<file path="config.mk">
export PLATFORM = sky130hd
export DESIGN_NAME = kpf_mul
export DESIGN_NICKNAME = d
export VERILOG_FILES = /design/src/sv/kpf_pkg.sv /design/src/sv/kpf_mul.sv
export SDC_FILE = /design/constraint.sdc
export NUM_CORES = 2
export LEC_CHECK = 0
export BUFFER_PORTS_ARGS = -buffer_cell sky130_fd_sc_hd__buf_2
export CAP_MARGIN = 20
export CORE_MARGIN = 5
export CORE_UTILIZATION = 61
export CTS_CLUSTER_SIZE = 8
export DETAILED_ROUTE_END_ITERATION = 7
export PLACE_DENSITY = 0.87
export SLEW_MARGIN = 10
export SYNTH_ARGS = -nofsm -noshare
export SYNTH_HDL_FRONTEND = slang
export SYNTH_SLANG_ARGS = --single-unit
</file>
<file path="constraint.sdc">
create_clock -name aclk -period 13.15 [get_ports aclk]
set_input_delay 1.9725 -clock aclk [delete_from_list [all_inputs] [get_ports aclk]]
set_output_delay 1.9725 -clock aclk [all_outputs]
set_load 0.02 [all_outputs]
</file>
<file path="src/sv/kpf_pkg.sv">
package kpf_pkg;

    localparam int POS_W      = 32;
    localparam int COV_FRAC   = 30;
    localparam int COV_W      = COV_FRAC + 2;
    localparam int NOISE_W    = 31;
    localparam int MUL_W      = (COV_W > POS_W) ? COV_W : POS_W;
    localparam int ACC_W      = 2 * MUL_W + 1;
    localparam int DVD_W      = ACC_W;
    localparam int DVS_W      = ACC_W - COV_FRAC;
    localparam int CM_PER_M   = 100;
    localparam int CFG_IDX_W  = 2;
    localparam int CFG_DATA_W = 32;

    localparam logic [CFG_IDX_W-1:0] REG_PROCESS_NOISE = CFG_IDX_W'(0);
    localparam logic [CFG_IDX_W-1:0] REG_MEASURE_NOISE = CFG_IDX_W'(1);

    typedef logic signed [POS_W-1:0]   pos_t;
    typedef logic signed [COV_W-1:0]   cov_t;
    typedef logic signed [MUL_W-1:0]   mul_t;
    typedef logic signed [ACC_W-1:0]   acc_t;
    typedef logic        [NOISE_W-1:0] noise_t;

    // floor(x / 100) as ((x >> 2) * ceil(2^35 / 25)) >> 35 for x below 2^32
    localparam int   VIS_PRE_SHIFT = 2;
    localparam int   VIS_SHIFT     = 35;
    localparam mul_t VIS_RECIP     = mul_t'(32'sh51eb851f);

    localparam noise_t QN_RESET =
        NOISE_W'(((64'd1 << COV_FRAC) + 64'd50) / 64'd100);
    localparam noise_t RN_RESET =
        NOISE_W'(((64'd1 << COV_FRAC) + 64'd200) / 64'd400);

    localparam cov_t COV_ONE   = cov_t'(1) <<< COV_FRAC;
    localparam cov_t COV_MAX   = {1'b0, {(COV_W-1){1'b1}}};
    localparam acc_t COV_MAX_A = (acc_t'(1) <<< (COV_W - 1)) - acc_t'(1);
    localparam acc_t POS_MAX_A = (acc_t'(1) <<< (POS_W - 1)) - acc_t'(1);
    localparam acc_t HALF_LSB  = acc_t'(1) <<< (COV_FRAC - 1);

    typedef struct packed {
        pos_t uwb_x;
        pos_t uwb_y;
        pos_t vision_x_cm;
        pos_t vision_y_cm;
    } in_word_t;

    typedef struct packed {
        pos_t fused_x;
        pos_t fused_y;
        logic singular;
    } out_word_t;

    typedef struct packed {
        logic             start;
        logic [DVD_W-1:0] dividend;
        logic [DVS_W-1:0] divisor;
    } div_req_t;

    function automatic cov_t sat_cov(acc_t v);
        if (v > COV_MAX_A) begin
            return COV_MAX;
        end else if (v < -COV_MAX_A) begin
            return -COV_MAX;
        end
        return v[COV_W-1:0];
    endfunction

    function automatic pos_t sat_pos_sym(acc_t v);
        if (v > POS_MAX_A) begin
            return POS_MAX_A[POS_W-1:0];
        end else if (v < -POS_MAX_A) begin
            return -(POS_MAX_A[POS_W-1:0]);
        end
        return v[POS_W-1:0];
    endfunction

    function automatic pos_t sat_pos(acc_t v);
        if (v > POS_MAX_A) begin
            return POS_MAX_A[POS_W-1:0];
        end else if (v < -POS_MAX_A - acc_t'(1)) begin
            return {1'b1, {(POS_W-1){1'b0}}};
        end
        return v[POS_W-1:0];
    endfunction

endpackage

</file>
<file path="src/sv/kpf_mul.sv">
module kpf_mul (
    input  logic          aclk,
    input  kpf_pkg::mul_t a,
    input  kpf_pkg::mul_t b,
    output kpf_pkg::acc_t p
);

    logic signed [2*kpf_pkg::MUL_W-1:0] prod;
    kpf_pkg::acc_t                      p_reg;

    always_comb begin
        prod = a * b;
    end

    always_ff @(posedge aclk) begin
        p_reg <= {prod[2*kpf_pkg::MUL_W-1], prod};
    end

    assign p = p_reg;

endmodule

</file>
Yosys cells after proc, flatten, opt, wreduce, memory -nomap -nowiden
Cells that the tools add are included.

Bits in registers: 64. Input bits: 65. Output and inout bits: 65. Logic and storage cells: 2.

$mul: 1.

Operator list (number): 32-bit by 32-bit multiplier with 64-bit output (1).

Logic depth before layout (Yosys ltp)
Word-level depth: 1. Gate-level depth with buffers: 28. Gate-level depth less buffers: 26.

Least setup slack after synthesis
No wires, ideal clock.

Kind: input -> register. Start: input port b[2]. End: register, netlist name p[63]. Library setup time: 0.121 ns. Data arrival time: 9.195 ns. Required time: 13.029 ns. Slack: 3.834 ns. Cell stages on the path: 25. Buffers on the path: 2. Cell sequence: clkbuf_1 nand2_1 inv_1 fa_1 fa_1 fa_1 fa_1 inv_1 fa_1 inv_1 fa_1 inv_1 fa_1 inv_1 fa_1 ha_1 clkbuf_1 nand4_1 or3_1 o21ai_0 a211oi_2 o32ai_1 nor2_1 a31o_2 xnor2_1.

Longest elaborated chain between the ends: 1.

Ends and longest elaborated chain: start, declared (RTL line kpf_mul.sv:4) `input kpf_pkg::mul_t b,`; 32-bit by 32-bit multiplier with 64-bit output (RTL line kpf_mul.sv:12) `prod = a * b;`; via prod, one bit (RTL line kpf_mul.sv:8) `logic signed [2*kpf_pkg::MUL_W-1:0] prod;`.

The timed path passes the listed nets, and every way through them passes these cells.

Worst setup path after layout
Start: input port b[5]. End: register, netlist name p[63].

Longest elaborated chain between the ends: 1.

Ends and longest elaborated chain (RTL line): 32-bit by 32-bit multiplier with 64-bit output (kpf_mul.sv:12); via prod, one bit (kpf_mul.sv:8).

The timed path passes the listed nets, and every way through them passes these cells.

==> results by group <==
Logic synthesis
  – Mean post-synth cell area: 9.53 sq um
  – Syn_nets: 5,281
  – Library cells used by synthesis: 71
  – Sequential area share after synthesis: 3.40%
  – Post-synth EDFFs: 0
  – Mapped Cells: 3,950
  – Ys flop type: dfxtp_1
  – Syn Std Cell Area: 0.0376 sq mm
  – #FFs+latches synth: 64
  – FFs w/ async S/R, synth: 0%
  – Ys Warns: 0

Route
  – WL final: 96,400 microns
  – Initial drt markers: 1,991
  – WL met2: 49,300 microns
  – DR top layer: met5
  – Antenna-violating nets left: 0
  – Routed wl met3: 7570 microns
  – Wire per inst: 20.6 microns
  – DR vias/cell: 5.74
  – Met1 wire length: 31,600 microns
  – Via Count: 26,870
  – DRC: 0
  – Drt first pass iters: 5

Floorplan
  – Die span in y: 258 microns
  – Rows: 91
  – Initial Util: 61.3%
  – Core Box Area: 0.0614 sq mm
  – Die X: 258 microns
  – Die Area: 0.0668 sq mm
  – Ports: 130

Setup path
  – CP startpoint: b[5]
  – Crit path DAT: 10.43 ns
  – Startpoint types: input pin
  – Largest delay contributor family on the critical path: adder cells
  – Stages on worst setup path: 26
  – CP required: 13.39 ns
  – Critical Path Max Stage Delay: 0.82 ns
  – Crit path buffers/inverters: 8
  – Crit path max fanout: 32
  – Worst path slowest cell: fa_1
  – Critical path class: in2reg
  – Worst setup EP type: register
  – Worst path most repeated cell: fa_1
  – Critical Path Sink: p[63]

Final layout
  – Area grow syn2layout: 3.12%
  – Most frequent cells in the layout: fa_1, inv_1, nand2_1
  – Multi-input gate area: 0.0320 sq mm
  – Layout Nets: 5,211
  – Commonest non-fill, non-tap cell in the layout: fa_1
  – Fill cells: 4,622
  – Max reg flops: 64
  – Layout cells sized above 1: 4.84%
  – Register Area: 0.00128 sq mm

Clocking
  – Total CTS buffers: 9
  – CTS tree: built
  – Total setup buffers inserted after CTS: 0
  – Post-CTS Hold Buffers: 0
  – Clock slew at reported path FFs: 0.06 ns
  – H-tree levels: 3
  – Maximum clock insertion buffer count: 2
  – Root Buffer: clkbuf_16
  – Post-CTS Resized: 0
  – Clock net sink count: 64

Placement
  – Input/output buffers: 129
  – Global placer's final weighted congestion: 0.954
  – DP HPWL: 78,400 microns

Timing
  – Count of final setup violators: 0
  – Count of final hold-check violations: 0
  – RSZ-0062 raised after global routing: no
  – Slew Viols, Final: 0
  – Fmax achieved: 0.0980 GHz
  – Fin crit period: 10.20 ns
  – Post-route clock period utilization: 77.6%
  – Slew headroom: 30.0%
  – Slew @ Worst Pin: 1.05 ns
  – Setup_tns: 0 ns
  – Final hold slack: 2.25 ns

Global route
  – First-pass GRT wire length: 158,000 microns
  – Largest net degree at the start of global routing: 33
  – Gr ovfl total: 0
  – Number of global-route vias before repair: 30,598
  – Initial antenna violation count: 4
  – Gr usage total: 29.9%

Worst hold path
  – Hold Startpoint: b[0]
  – Hold Crit Class: in2reg

Job
  – Maximum capacitance violations: 0

Run status
  – Status: finished, final reports clean
-- cell usage after synthesis, types with 2 or more instances --
cell,n,area [sq um]
nand4_1,11,68.8
a21boi_1,2,15.0
xnor2_1,52,455
nand3_1,17,85.1
a211oi_2,4,50.1
a211oi_1,2,15.0
buf_2,10,50.1
nor2b_1,8,50.1
a21oi_2,5,43.8
a211o_1,5,43.8
a31o_2,3,26.3
o21ba_2,2,20.0
a31oi_1,5,31.3
o21bai_1,4,30.0
o211ai_1,5,37.5
dfxtp_1,64,1280
clkbuf_1,200,751
xor2_1,22,193
o21ai_2,2,17.5
nand2_1,524,1970
buf_1,2,7.51
o21ai_0,36,180
o21ai_1,3,15.0
inv_1,949,3560
a21o_1,33,248
a21oi_1,63,315
a22oi_1,2,15.0
or3_1,3,18.8
and3_2,2,15.0
and3_1,9,56.3
fa_1,1082,21700
o21bai_2,2,22.5
a311oi_2,2,30.0
o21a_1,4,30.0
nor3_1,7,35.0
ha_1,184,2300
nor2_1,61,229
nand2_4,2,22.5
nand2b_1,13,81.3
and2_1,513,3210
-- per-layer routing --
layer / track usage (%) / up-vias
met5: 0 / -
met4: 19.2 / 2
met2: 51.9 / 1437
li1: - / 11117
met3: 5.21 / 482
met1: 34.3 / 13832
-- final cells by class --
cell class	count	area share, %
flip-flops and latches	64	3.30
clock inverters	7	0.248
multi-input cells	2722	82.4
clock buffers	9	0.580
well taps	790	2.55
inverters	949	9.18
diodes	5	0.0322
repair buffers	134	1.76
-- cell families (layout without fill, tap and decap cells) --
family,Yosys count,after routing,share of synthesized area [%]
adder cells (fa/ha/maj),1266,1266,63.7
buffers and inverters,1164,1099,11.7
other,0,5,0
flip-flops,64,64,3.40
AO/OA/AOI/OAI,204,204,3.84
AND/OR/NAND/NOR,1178,1178,15.7
XOR/XNOR,74,74,1.72
-- per-stage QoR --
stage               cells  setup slack (ns)  instance area (sq um)  utilization [%]
floorplan            3950              3.83                  37600                -
global placement     4659              3.04                  38500             62.7
detailed placement   4659              2.80                  38500             62.7
CTS                  4675              3.10                  38800             63.2
global route         4676              2.58                  38800             63.2
finish               4680              2.95                  38800             63.3
-- worst min path at each step --
stage,to,slack [ns],depth (start not counted)
2_1_floorplan,p[0],2.10,1
3_3_place_gp,p[7],2.39,1
3_5_place_dp,p[5],2.39,1
4_1_cts,p[0],2.23,2
5_1_grt,p[0],2.29,2
6_report,p[0],2.25,2
Power is not shown: default switching activity piles up to over one toggle a cycle in this logic, so the estimate is an artifact.
