## src/sv/kpf_pkg.sv

```systemverilog
package kpf_pkg;

    localparam int POS_W      = 32;
    localparam int COV_FRAC   = 30;
    localparam int COV_W      = COV_FRAC + 2;
    localparam int NOISE_W    = 31;
    localparam int MUL_W      = (COV_W > POS_W) ? COV_W : POS_W;
    localparam int ACC_W      = 2 * MUL_W + 1;
    localparam int DVD_W      = ACC_W;
    localparam int DVS_W      = ACC_W - COV_FRAC;
    localparam int CM_PER_M   = 100;
    localparam int CFG_IDX_W  = 2;
    localparam int CFG_DATA_W = 32;

    localparam logic [CFG_IDX_W-1:0] REG_PROCESS_NOISE = CFG_IDX_W'(0);
    localparam logic [CFG_IDX_W-1:0] REG_MEASURE_NOISE = CFG_IDX_W'(1);

    typedef logic signed [POS_W-1:0]   pos_t;
    typedef logic signed [COV_W-1:0]   cov_t;
    typedef logic signed [MUL_W-1:0]   mul_t;
    typedef logic signed [ACC_W-1:0]   acc_t;
    typedef logic        [NOISE_W-1:0] noise_t;

    // floor(x / 100) as ((x >> 2) * ceil(2^35 / 25)) >> 35 for x below 2^32
    localparam int   VIS_PRE_SHIFT = 2;
    localparam int   VIS_SHIFT     = 35;
    localparam mul_t VIS_RECIP     = mul_t'(32'sh51eb851f);

    localparam noise_t QN_RESET =
        NOISE_W'(((64'd1 << COV_FRAC) + 64'd50) / 64'd100);
    localparam noise_t RN_RESET =
        NOISE_W'(((64'd1 << COV_FRAC) + 64'd200) / 64'd400);

    localparam cov_t COV_ONE   = cov_t'(1) <<< COV_FRAC;
    localparam cov_t COV_MAX   = {1'b0, {(COV_W-1){1'b1}}};
    localparam acc_t COV_MAX_A = (acc_t'(1) <<< (COV_W - 1)) - acc_t'(1);
    localparam acc_t POS_MAX_A = (acc_t'(1) <<< (POS_W - 1)) - acc_t'(1);
    localparam acc_t HALF_LSB  = acc_t'(1) <<< (COV_FRAC - 1);

    typedef struct packed {
        pos_t uwb_x;
        pos_t uwb_y;
        pos_t vision_x_cm;
        pos_t vision_y_cm;
    } in_word_t;

    typedef struct packed {
        pos_t fused_x;
        pos_t fused_y;
        logic singular;
    } out_word_t;

    typedef struct packed {
        logic             start;
        logic [DVD_W-1:0] dividend;
        logic [DVS_W-1:0] divisor;
    } div_req_t;

    function automatic cov_t sat_cov(acc_t v);
        if (v > COV_MAX_A) begin
            return COV_MAX;
        end else if (v < -COV_MAX_A) begin
            return -COV_MAX;
        end
        return v[COV_W-1:0];
    endfunction

    function automatic pos_t sat_pos_sym(acc_t v);
        if (v > POS_MAX_A) begin
            return POS_MAX_A[POS_W-1:0];
        end else if (v < -POS_MAX_A) begin
            return -(POS_MAX_A[POS_W-1:0]);
        end
        return v[POS_W-1:0];
    endfunction

    function automatic pos_t sat_pos(acc_t v);
        if (v > POS_MAX_A) begin
            return POS_MAX_A[POS_W-1:0];
        end else if (v < -POS_MAX_A - acc_t'(1)) begin
            return {1'b1, {(POS_W-1){1'b0}}};
        end
        return v[POS_W-1:0];
    endfunction

endpackage

```

## src/sv/kpf_div.sv

```systemverilog
module kpf_div (
    input  logic                      aclk,
    input  logic                      aresetn,
    input  kpf_pkg::div_req_t         req,
    output logic                      done,
    output logic [kpf_pkg::DVD_W-1:0] quot
);

    localparam int CNT_W = $clog2(kpf_pkg::DVD_W + 1);

    logic [kpf_pkg::DVD_W-1:0] dvd_reg, dvd_next;
    logic [kpf_pkg::DVS_W-1:0] dvs_reg;
    logic [kpf_pkg::DVS_W-1:0] rem_reg, rem_next;
    logic [kpf_pkg::DVS_W:0]   shifted;
    logic [CNT_W-1:0]          cnt_reg;
    logic                      busy_reg;
    logic                      done_reg;
    logic                      fits;

    always_comb begin
        shifted  = {rem_reg, dvd_reg[kpf_pkg::DVD_W-1]};
        fits     = shifted >= {1'b0, dvs_reg};
        rem_next = fits ? kpf_pkg::DVS_W'(shifted - {1'b0, dvs_reg})
                        : shifted[kpf_pkg::DVS_W-1:0];
        dvd_next = {dvd_reg[kpf_pkg::DVD_W-2:0], fits};
    end

    always_ff @(posedge aclk) begin
        if (!aresetn) begin
            busy_reg <= 1'b0;
            done_reg <= 1'b0;
        end else begin
            done_reg <= busy_reg && !req.start && (cnt_reg == CNT_W'(1));
            if (req.start) begin
                dvd_reg  <= req.dividend;
                dvs_reg  <= req.divisor;
                rem_reg  <= '0;
                cnt_reg  <= CNT_W'(kpf_pkg::DVD_W);
                busy_reg <= 1'b1;
            end else if (busy_reg) begin
                dvd_reg <= dvd_next;
                rem_reg <= rem_next;
                cnt_reg <= cnt_reg - CNT_W'(1);
                if (cnt_reg == CNT_W'(1)) begin
                    busy_reg <= 1'b0;
                end
            end
        end
    end

    assign done = done_reg;
    assign quot = dvd_reg;

endmodule

```

## config.mk

```make
export PLATFORM = sky130hd
export DESIGN_NAME = kpf_div
export DESIGN_NICKNAME = d
export VERILOG_FILES = /design/src/sv/kpf_pkg.sv /design/src/sv/kpf_div.sv
export SDC_FILE = /design/constraint.sdc
export NUM_CORES = 1
export LEC_CHECK = 0
export BUFFER_PORTS_ARGS = -buffer_cell sky130_fd_sc_hd__buf_4
export CORE_AREA = 2 2 159 161
export DETAILED_ROUTE_END_ITERATION = 8
export DIE_AREA = 0 0 161 163
export PLACE_DENSITY = 0.57
export SLEW_MARGIN = 20
export SYNTH_ARGS = -nofsm -noshare
export SYNTH_HDL_FRONTEND = slang
export SYNTH_SLANG_ARGS = --single-unit
```

## constraint.sdc

```tcl
create_clock -name aclk -period 12.5 [get_ports aclk]
set_clock_uncertainty 0.2 [all_clocks]
set_input_delay 2.5 -clock aclk [delete_from_list [all_inputs] [get_ports aclk]]
set_output_delay 2.5 -clock aclk [all_outputs]
set_load 0.05 [all_outputs]
```

# Word-level counts from Yosys, hierarchy flattened

Cells that the tools add are included.

Add/sub/neg operators: 2
Reductions and logical operators: 6
$lt $le $gt $ge: 1
Equality and inequality tests: 1
Mux-type cells: 8

Operator list:

| kind                                             | number |
|---|---|
| two-way mux 65 bit                               | 2 |
| two-way mux 35 bit                               | 2 |
| greater-or-equal comparator 36 x 35 -> 1 bit     | 1 |
| subtractor 35 bit                                | 1 |
| == test 7 x 1 -> 1 bit, second input constant    | 1 |
| two-way mux 7 bit                                | 1 |
| subtractor 7 x 1 -> 7 bit, second input constant | 1 |
| AND reduction 2 bit                              | 2 |
| two-way mux 1 bit                                | 3 |
| logical AND 1 bit                                | 2 |
| nonzero test 2 bit                               | 1 |
| logical NOT 1 bit                                | 1 |

Output and inout bits: 66
Register bits: 144
Input bits: 103
Word-level logic and storage cells: 24

# Logic depth before layout (Yosys ltp)

Gate-level depths: netlist of the first run.

Depth after elaboration: 4
Mapped depth: 13
Gate-level depth less buffers: 11

# Worst setup path before layout of the first run

OpenSTA, ideal clock, no wires.

Path kind: input to register
From: input port req[100] in the netlist's numbering
To: register cnt_reg[0], enable pin
Buffers on the path: 3
Data required time: 11825 ps
Cell stages on the path: 4
Arrival time: 5692 ps
Library setup time: 475 ps
Slack: 6134 ps
Cells stage by stage: buf_6 > clkbuf_1 > clkbuf_1 > o21a_1

Word-level cells in the longest chain between the ends: 2

RTL lines:

| what                                 | RTL line      | RTL |
|---|---|---|
| from (decl)                          | kpf_div.sv:4  | `input kpf_pkg::div_req_t req,` |
| nonzero test 2 bit (no source line)  | --            |  |
| AND reduction 2 bit (no source line) | --            |  |
| to (signal assigned)                 | kpf_div.sv:38 | `cnt_reg <= CNT_W'(kpf_pkg::DVD_W);` |
| to (signal assigned)                 | kpf_div.sv:43 | `cnt_reg <= cnt_reg - CNT_W'(1);` |
| to (decl)                            | kpf_div.sv:15 | `logic [CNT_W-1:0] cnt_reg;` |

Every way passes these cells.
A chain may end at the register's enable or synchronous reset.

# Final worst setup path of the first run

From: input port req[100] in the netlist's numbering
To: register dvd_reg, in the netlist quot[28], enable pin

Word-level cells in the longest chain between the ends: 2

RTL lines:

| what                                 | RTL line      | RTL |
|---|---|---|
| nonzero test 2 bit (no source line)  | --            |  |
| AND reduction 2 bit (no source line) | --            |  |
| to (signal assigned)                 | kpf_div.sv:35 | `dvd_reg <= req.dividend;` |
| to (signal assigned)                 | kpf_div.sv:41 | `dvd_reg <= dvd_next;` |
| to (decl)                            | kpf_div.sv:11 | `logic [kpf_pkg::DVD_W-1:0] dvd_reg, dvd_next;` |

Every way passes these cells.

==> reports/results.ini, run 1 <==
[power_and_ir_drop]
swShare_pct = 32.6
combPwrFrac_pct = 26.4
vdd.ir_drop.worst_mv = 0.0860
seq_power_share_pct = 39.0
clkPwrFrac_pct = 34.7
power_density_mw_per_mm2 = 154
leakagePower_uw = 0.00416
p_int_uw = 1060
switching_power_uw = 509

[sta]
max-slew-margin-rel_pct = 36.3
fin_tns_setup_ps = 0
period_share_pct = 36.0
rsz0062_at_grt = no
min_period_ps = 4500
max_freq_mhz = 222
worst-slew-pin-transition_ps = 955
slew_viol_final = 0
setup_viol = 0
finalHoldViolCount = 0

[routing]
dr_total_vias = 5944
vias_per_cell = 4.99
routed_wl_um = 20900
drtAntennaViolNets = 0
drt_first_iter_violations = 277
drcViolationCount = 0
routedWlPerCell_um = 17.5
drtPass1Iterations = 5

[placed_design]
portBuffers = 168
hpwl_um = 14900
gp_congestion = 0.890

[global_route]
grt_overflow = 0
antenna_found_initial = 0
grt_first_pass_wirelength_um = 32800
grt_start_max_net_pins = 74
grt_use_total_pct = 16.0
grt_pass1_vias = 6093

[yosys]
muxShareOfSynthArea_pct = 9.04
postSynthAreaPerCell_sq_um = 11.6
synthSimpleGateAreaFrac_pct = 10.9
synth-main-ff-cell = edfxtp_1
synth-edff-count = 142
synthAdderAreaFrac_pct = 6.06
netlist_area_sq_mm = 0.00797
async_flop_share_pct = 0
ys_warn_count = 0
synth-xor-area-share_pct = 2.75
synth_top_family_by_area = compound AO/OA/AOI/OAI gates
synth_fp_nets = 826
ys_ff_latch = 144
synthDistinctLibCells = 69
yosysSeqAreaShare_pct = 54.0
synth_compound_area_share_pct = 13.2
synthCells = 685

[floorplan]
rows = 58
core_area_sq_mm = 0.0247
pin_count = 169
dieArea_sq_mm = 0.0262
die_y_um = 163
die_w_um = 161
initial_core_util_pct = 32.3

[finish]
fin_nets = 990
drive_above_1_share_pct = 33.4
final_common_cell = buf_4
largest_reg_flops = 65
area_delta_synth_final_pct = 27.6
final_cell_mix = 172 x buf_4, 142 x edfxtp_1, 66 x nand2_1, 64 x mux2_2, 57 x a21oi_1
fin_util_pct = 41.2
n_antenna_cell = 0
fillers = 2390

[worst_setup_path]
path_class = input pin to register
crit_slowest_cell = o21a_4
critical-path-max-stage-delay_ps = 810
cp.arrival_ps = 4370
rr_worst_depth = 12
crit_path_max_fanout = 60
worst-path-buf-inv = 2
critPathLaunchType = input pin
worstPathRequired_ps = 12370
regToRegEndpoint = rem_reg[33]$_SDFFCE_PP0P_
path_delay_family = buffers and inverters
r2r_slack_ps = 8410
crit_chain = buf_4, o21a_4, buf_4
cpMostUsedCell = buf_4
rr_startpoint = quot[64]$_DFFE_PP_
end_kind = register

[cts]
clkSinkCount = 144
cts_setup_buffers = 0
clock_latency_ps = 440
cts_resized = 0
cts_buffers = 17
clk_pin_slew_ps = 70
cts_tree = done
cts_hold_buffers = 0
cts.htree.levels = 4
clockRootBuffer = clkbuf_16
clock_path_buffers = 2

[worst_hold_path]
hold_path.class = register to register
hold_start = busy_reg$_SDFF_PN0_
worst_hold_path.endpoint = done$_SDFF_PN0_
hold_depth = 2

[status]
status = finished clean

[flow_run]
max_cap_violations = 0

## metrics by stage
| stage | cells | instance area [sq um] | setup slack, ps | total power [uW] | hold slack [ps] |
|---|---|---|---|---|---|
| final | 1192 | 10200 | 8000 | 1560 | 283 |
| after global routing | 1192 | 10200 | 7830 | 1640 | 321 |
| after CTS | 1192 | 10200 | 7940 | 1580 | 290 |
| after detailed placement | 1160 | 9550 | 7480 | 1030 | 279 |
| after global placement | 1160 | 9550 | 7500 | 1030 | 284 |
| after floorplan | 685 | 7970 | 6130 | 911 | 245 |
## logic make-up (layout without fill, tap and decap cells)
| group | after synthesis | in the layout |
|---|---|---|
| AOI/OAI and AO/OA | 160 | 160 |
| xor gates and xnor gates | 25 | 25 |
| adders and majority gates | 38 | 38 |
| buffers and inverters | 78 | 255 |
| DFF | 144 | 144 |
| muxes | 64 | 64 |
| and+or+nand+nor | 176 | 176 |
## tightest hold or removal path: stages (launching register included)
cell and delay (ps):
dfxtp_1 320, nand2_1 80, nor3b_1 50
## power groups by stage
stage / clock [uW] / sequential, uW / combinational (uW)
CTS: 554 / 611 / 412
detailed placement: 0 / 620 / 410
finish: 542 / 610 / 413
global placement: 0 / 620 / 409
floorplan: 0 / 664 / 247
global route: 570 / 615 / 452
## final cells by class
type | count | area, sq um | share of cell area, %
clock buffers | 17 | 425 | 4.18
inverters | 51 | 191 | 1.88
flip-flops and latches | 144 | 4300 | 42.3
multi-input cells | 463 | 3350 | 33.0
well taps | 330 | 413 | 4.06
repair buffers | 172 | 1290 | 12.7
clock inverters | 15 | 190 | 1.87
## metal layers
layer	routed length, um	share of wire, %	vias to the layer above	global-route usage, %
li1	-	-	2882	-
met1	8930	43	2827	19.6
met2	9670	46	213	26.0
met3	2010	9.6	22	6.98
met4	273	1.3	0	4.22
met5	0	0	-	0
## cells in the mapped netlist, drive strengths merged, types with 5 or more instances
library cell  count  area share [%]
a21boi            5            0.52
a21o             15             1.4
a21oi            57             3.6
a31oi             6            0.47
buf               7            0.52
clkbuf           20             1.1
edfxtp          142              54
ha               37             5.8
inv              51             2.4
mux2             64             9.0
nand2            66             3.1
nand3            16             1.1
nand4             7            0.63
nor2             33             1.6
nor3             11            0.75
nor4              6            0.47
o21a              7            0.66
o21ai            26             1.7
o21bai            6            0.57
or3               7            0.61
xnor2            19             2.1
xor2              6            0.66
## worst max-delay path by stage
stage | from | endpoint | slack [ps] | cells after the start
floorplan | req[100] | cnt_reg[0]$_SDFFCE_PP1P_ | 6130 | 4
global placement | req[100] | quot[7]$_DFFE_PP_ | 7500 | 3
detailed placement | req[100] | quot[36]$_DFFE_PP_ | 7480 | 3
CTS | req[100] | quot[47]$_DFFE_PP_ | 7940 | 3
global route | req[100] | quot[55]$_DFFE_PP_ | 7830 | 3
finish | req[100] | quot[28]$_DFFE_PP_ | 8000 | 3
No activity file was read; power rests on OpenSTA's default activity.
==> run 2: changes to the inputs <==
Settings changed: PLACE_DENSITY 0.57 to 0.59.
Clock period 12.5 ns to 4.1 ns, I/O delays scaled along.
==> run 2 against run 1 <==
Effect of this change:
- clock power increased to 3.0 times the previous value
- sequential power increased to 3.0 times the previous value
- final cell count increased by 0.25%
- combinational power increased to 3.1 times the previous value
- largest cell class unchanged
- largest power group unchanged
- highest routed layer unchanged
==> reports/results.ini, run 2 (synthesis gave the netlist of run 1 again) <==
[worst_setup_path]
worstPathRequired_ps = 4080  ; was 12370 ps
crit_slowest_cell = and2_1  ; was o21a_4
cp.arrival_ps = 3550  ; was 4370 ps
rr_startpoint = rem_reg[28]$_SDFFCE_PP0P_  ; was quot[64]$_DFFE_PP_
r2r_slack_ps = 530  ; was 8410 ps
rr_worst_depth = 10  ; was 12
end_kind = register  ; unchanged
crit_chain = ha_1, a21oi_1, o21bai_1, a21oi_1, a21oi_1, o21ai_0, and2_1, buf_4, nor4_1, a31o_2  ; was buf_4, o21a_4, buf_4
path_class = register to register  ; was input pin to register
crit_path_max_fanout = 11  ; was 60
critPathLaunchType = register  ; was input pin
critical-path-max-stage-delay_ps = 490  ; was 810 ps
regToRegEndpoint = rem_reg[32]$_SDFFCE_PP0P_  ; was rem_reg[33]$_SDFFCE_PP0P_
cpMostUsedCell = a21oi_1  ; was buf_4

[sta]
fin_ws_ps = 530  ; was 8000 ps
slew_viol_final = 0  ; unchanged
rsz0062_at_grt = no  ; unchanged
setup_viol = 0  ; unchanged
finalHoldViolCount = 0  ; unchanged
worst-slew-pin-transition_ps = 934  ; was 955 ps
whs_ps = 303  ; was 283 ps
max_freq_mhz = 280
max-slew-margin-rel_pct = 37.7  ; was 36.3%
fin_tns_setup_ps = 0  ; unchanged
min_period_ps = 3570
period_share_pct = 87.1

[global_route]
grt_start_max_net_pins = 62  ; was 74
gr-usage-met3_pct = 6.62  ; was 6.98%
grt_util_met1_pct = 19.2  ; was 19.6%
grt_first_pass_wirelength_um = 32800  ; about the same
grt_use_total_pct = 16.1  ; was 16.0%
busiest_layer = met2  ; unchanged
met2_usage_pct = 26.9  ; was 26.0%
grt_overflow = 0  ; unchanged
antenna_found_initial = 1  ; was 0
grt_pass1_vias = 6162  ; was 6093

[finish]
multi_input_area_sq_mm = 0.00335  ; unchanged
fillers = 2415  ; was 2390
largest_reg_flops = 65  ; unchanged
design_area_sq_mm = 0.0102  ; about the same
final_common_cell = buf_4  ; unchanged
fin_nets = 992  ; was 990
final_cell_mix = 173 x buf_4, 142 x edfxtp_1, 66 x nand2_1, 64 x mux2_2, 57 x a21oi_1  ; was 172 x buf_4, 142 x edfxtp_1, 66 x nand2_1, 64 x mux2_2, 57 x a21oi_1
drive_above_1_share_pct = 33.6  ; was 33.4%
area_delta_synth_final_pct = 28.0  ; was 27.6%
seqCellArea_sq_mm = 0.00430  ; unchanged

[placed_design]
gp_congestion = 0.881  ; was 0.890
hpwl_um = 15400  ; was 14900 um
portBuffers = 168  ; unchanged
place_area_sq_mm = 0.00958  ; was 0.00955 sq mm
pre_cts_ws_ps = 540  ; was 7480 ps

[power_and_ir_drop]
combPwrFrac_pct = 26.6  ; was 26.4%
p_int_uw = 3170  ; was 1060 uW
power_density_mw_per_mm2 = 466  ; was 154 mW/mm^2
leakagePower_uw = 0.00416  ; about the same
vdd.ir_drop.worst_mv = 0.289  ; was 0.0860 mV
power_uw = 4750  ; was 1560 uW
clkPwrFrac_pct = 34.4  ; was 34.7%
switching_power_uw = 1580  ; was 509 uW
swShare_pct = 33.3  ; was 32.6%
seq_power_share_pct = 39.0  ; about the same

[flow_run]
max_cap_violations = 0  ; unchanged

[floorplan]
initial_core_util_pct = 32.3  ; unchanged
die_w_um = 161  ; unchanged
rows = 58  ; unchanged
dieArea_sq_mm = 0.0262  ; unchanged
die_y_um = 163  ; unchanged
core_area_sq_mm = 0.0247  ; unchanged
pin_count = 169  ; unchanged

[routing]
dr_total_vias = 5951  ; was 5944
routedWlPerCell_um = 17.6  ; was 17.5 um
drt_first_iter_violations = 376  ; was 277
routed_wl_um = 21100  ; was 20900 um
drtAntennaViolNets = 0  ; unchanged
vias_per_cell = 4.98  ; was 4.99
drtPass1Iterations = 4  ; was 5
drcViolationCount = 0  ; unchanged

[worst_hold_path]
hold_depth = 2  ; unchanged
hold_path.class = register to register  ; unchanged
hold_start = busy_reg$_SDFF_PN0_  ; unchanged
worst_hold_path.endpoint = busy_reg$_SDFF_PN0_  ; was done$_SDFF_PN0_

[cts]
clockRootBuffer = clkbuf_16  ; unchanged
cts_buffers = 17  ; unchanged
clock_latency_ps = 430  ; was 440 ps
cts_resized = 0  ; unchanged
cts_tree = done  ; unchanged
clock_path_buffers = 2  ; unchanged
cts_hold_buffers = 0  ; unchanged
clk_pin_slew_ps = 80  ; was 70 ps
cts.htree.levels = 4  ; unchanged
clkSinkCount = 144  ; unchanged
cts_setup_buffers = 0  ; unchanged

[status]
status = finished clean  ; unchanged

-- run 2: power groups by stage --
stage	Sequential, uW	Clock [uW]	Combinational [uW]
finish	1850	1640	1260
detailed placement	1890	0	1260
CTS	1860	1690	1260
global route	1870	1730	1380
floorplan	2020	0	753
global placement	1890	0	1260
-- run 2: critical path, delay by kind of cell (launching register included) --
| family | cells | cell delay, ps |
|---|---|---|
| simple gates | 2 | 550 |
| buf+inv | 1 | 250 |
| fa+ha+maj | 1 | 380 |
| compound gates | 6 | 1550 |
| flops | 1 | 400 |
-- run 2: metrics by stage --
step           std cells  util [%]
2_1_floorplan        685         -
3_3_place_gp        1162      38.8
3_5_place_dp        1162      38.8
4_1_cts             1194      41.3
5_1_grt             1194      41.3
6_report            1195      41.3
-- run 2: cell type report --
| type | count | share of cell area, % |
|---|---|---|
| Sequential cell | 144 | 42.2 |
| Multi-Input combinational cell | 463 | 32.9 |
| Timing Repair Buffer | 174 | 12.9 |
| Clock buffer | 17 | 4.17 |
| Tap cell | 330 | 4.05 |
| Clock inverter | 15 | 1.88 |
| Inverter | 51 | 1.88 |
| Antenna cell | 1 | 0.0245 |
-- run 2: layer usage --
layer	share of wire (%)	vias up	wire length (um)
met5	0	-	0
met4	1.2	0	253
met3	9.5	19	2000
met2	47	219	9990
met1	42	2813	8840
li1	-	2900	-
-- run 2: worst max-delay path by stage --
| stage | startpoint | depth (start not counted) | to | slack, ps |
|---|---|---|---|---|
| floorplan | req[100] | 4 | cnt_reg[0]$_SDFFCE_PP1P_ | 500 |
| global placement | rem_reg[28]$_SDFFCE_PP0P_ | 10 | rem_reg[32]$_SDFFCE_PP0P_ | 550 |
| detailed placement | rem_reg[28]$_SDFFCE_PP0P_ | 10 | rem_reg[32]$_SDFFCE_PP0P_ | 540 |
| CTS | rem_reg[28]$_SDFFCE_PP0P_ | 10 | rem_reg[32]$_SDFFCE_PP0P_ | 520 |
| global route | rem_reg[28]$_SDFFCE_PP0P_ | 10 | rem_reg[32]$_SDFFCE_PP0P_ | 310 |
| finish | rem_reg[28]$_SDFFCE_PP0P_ | 10 | rem_reg[32]$_SDFFCE_PP0P_ | 530 |
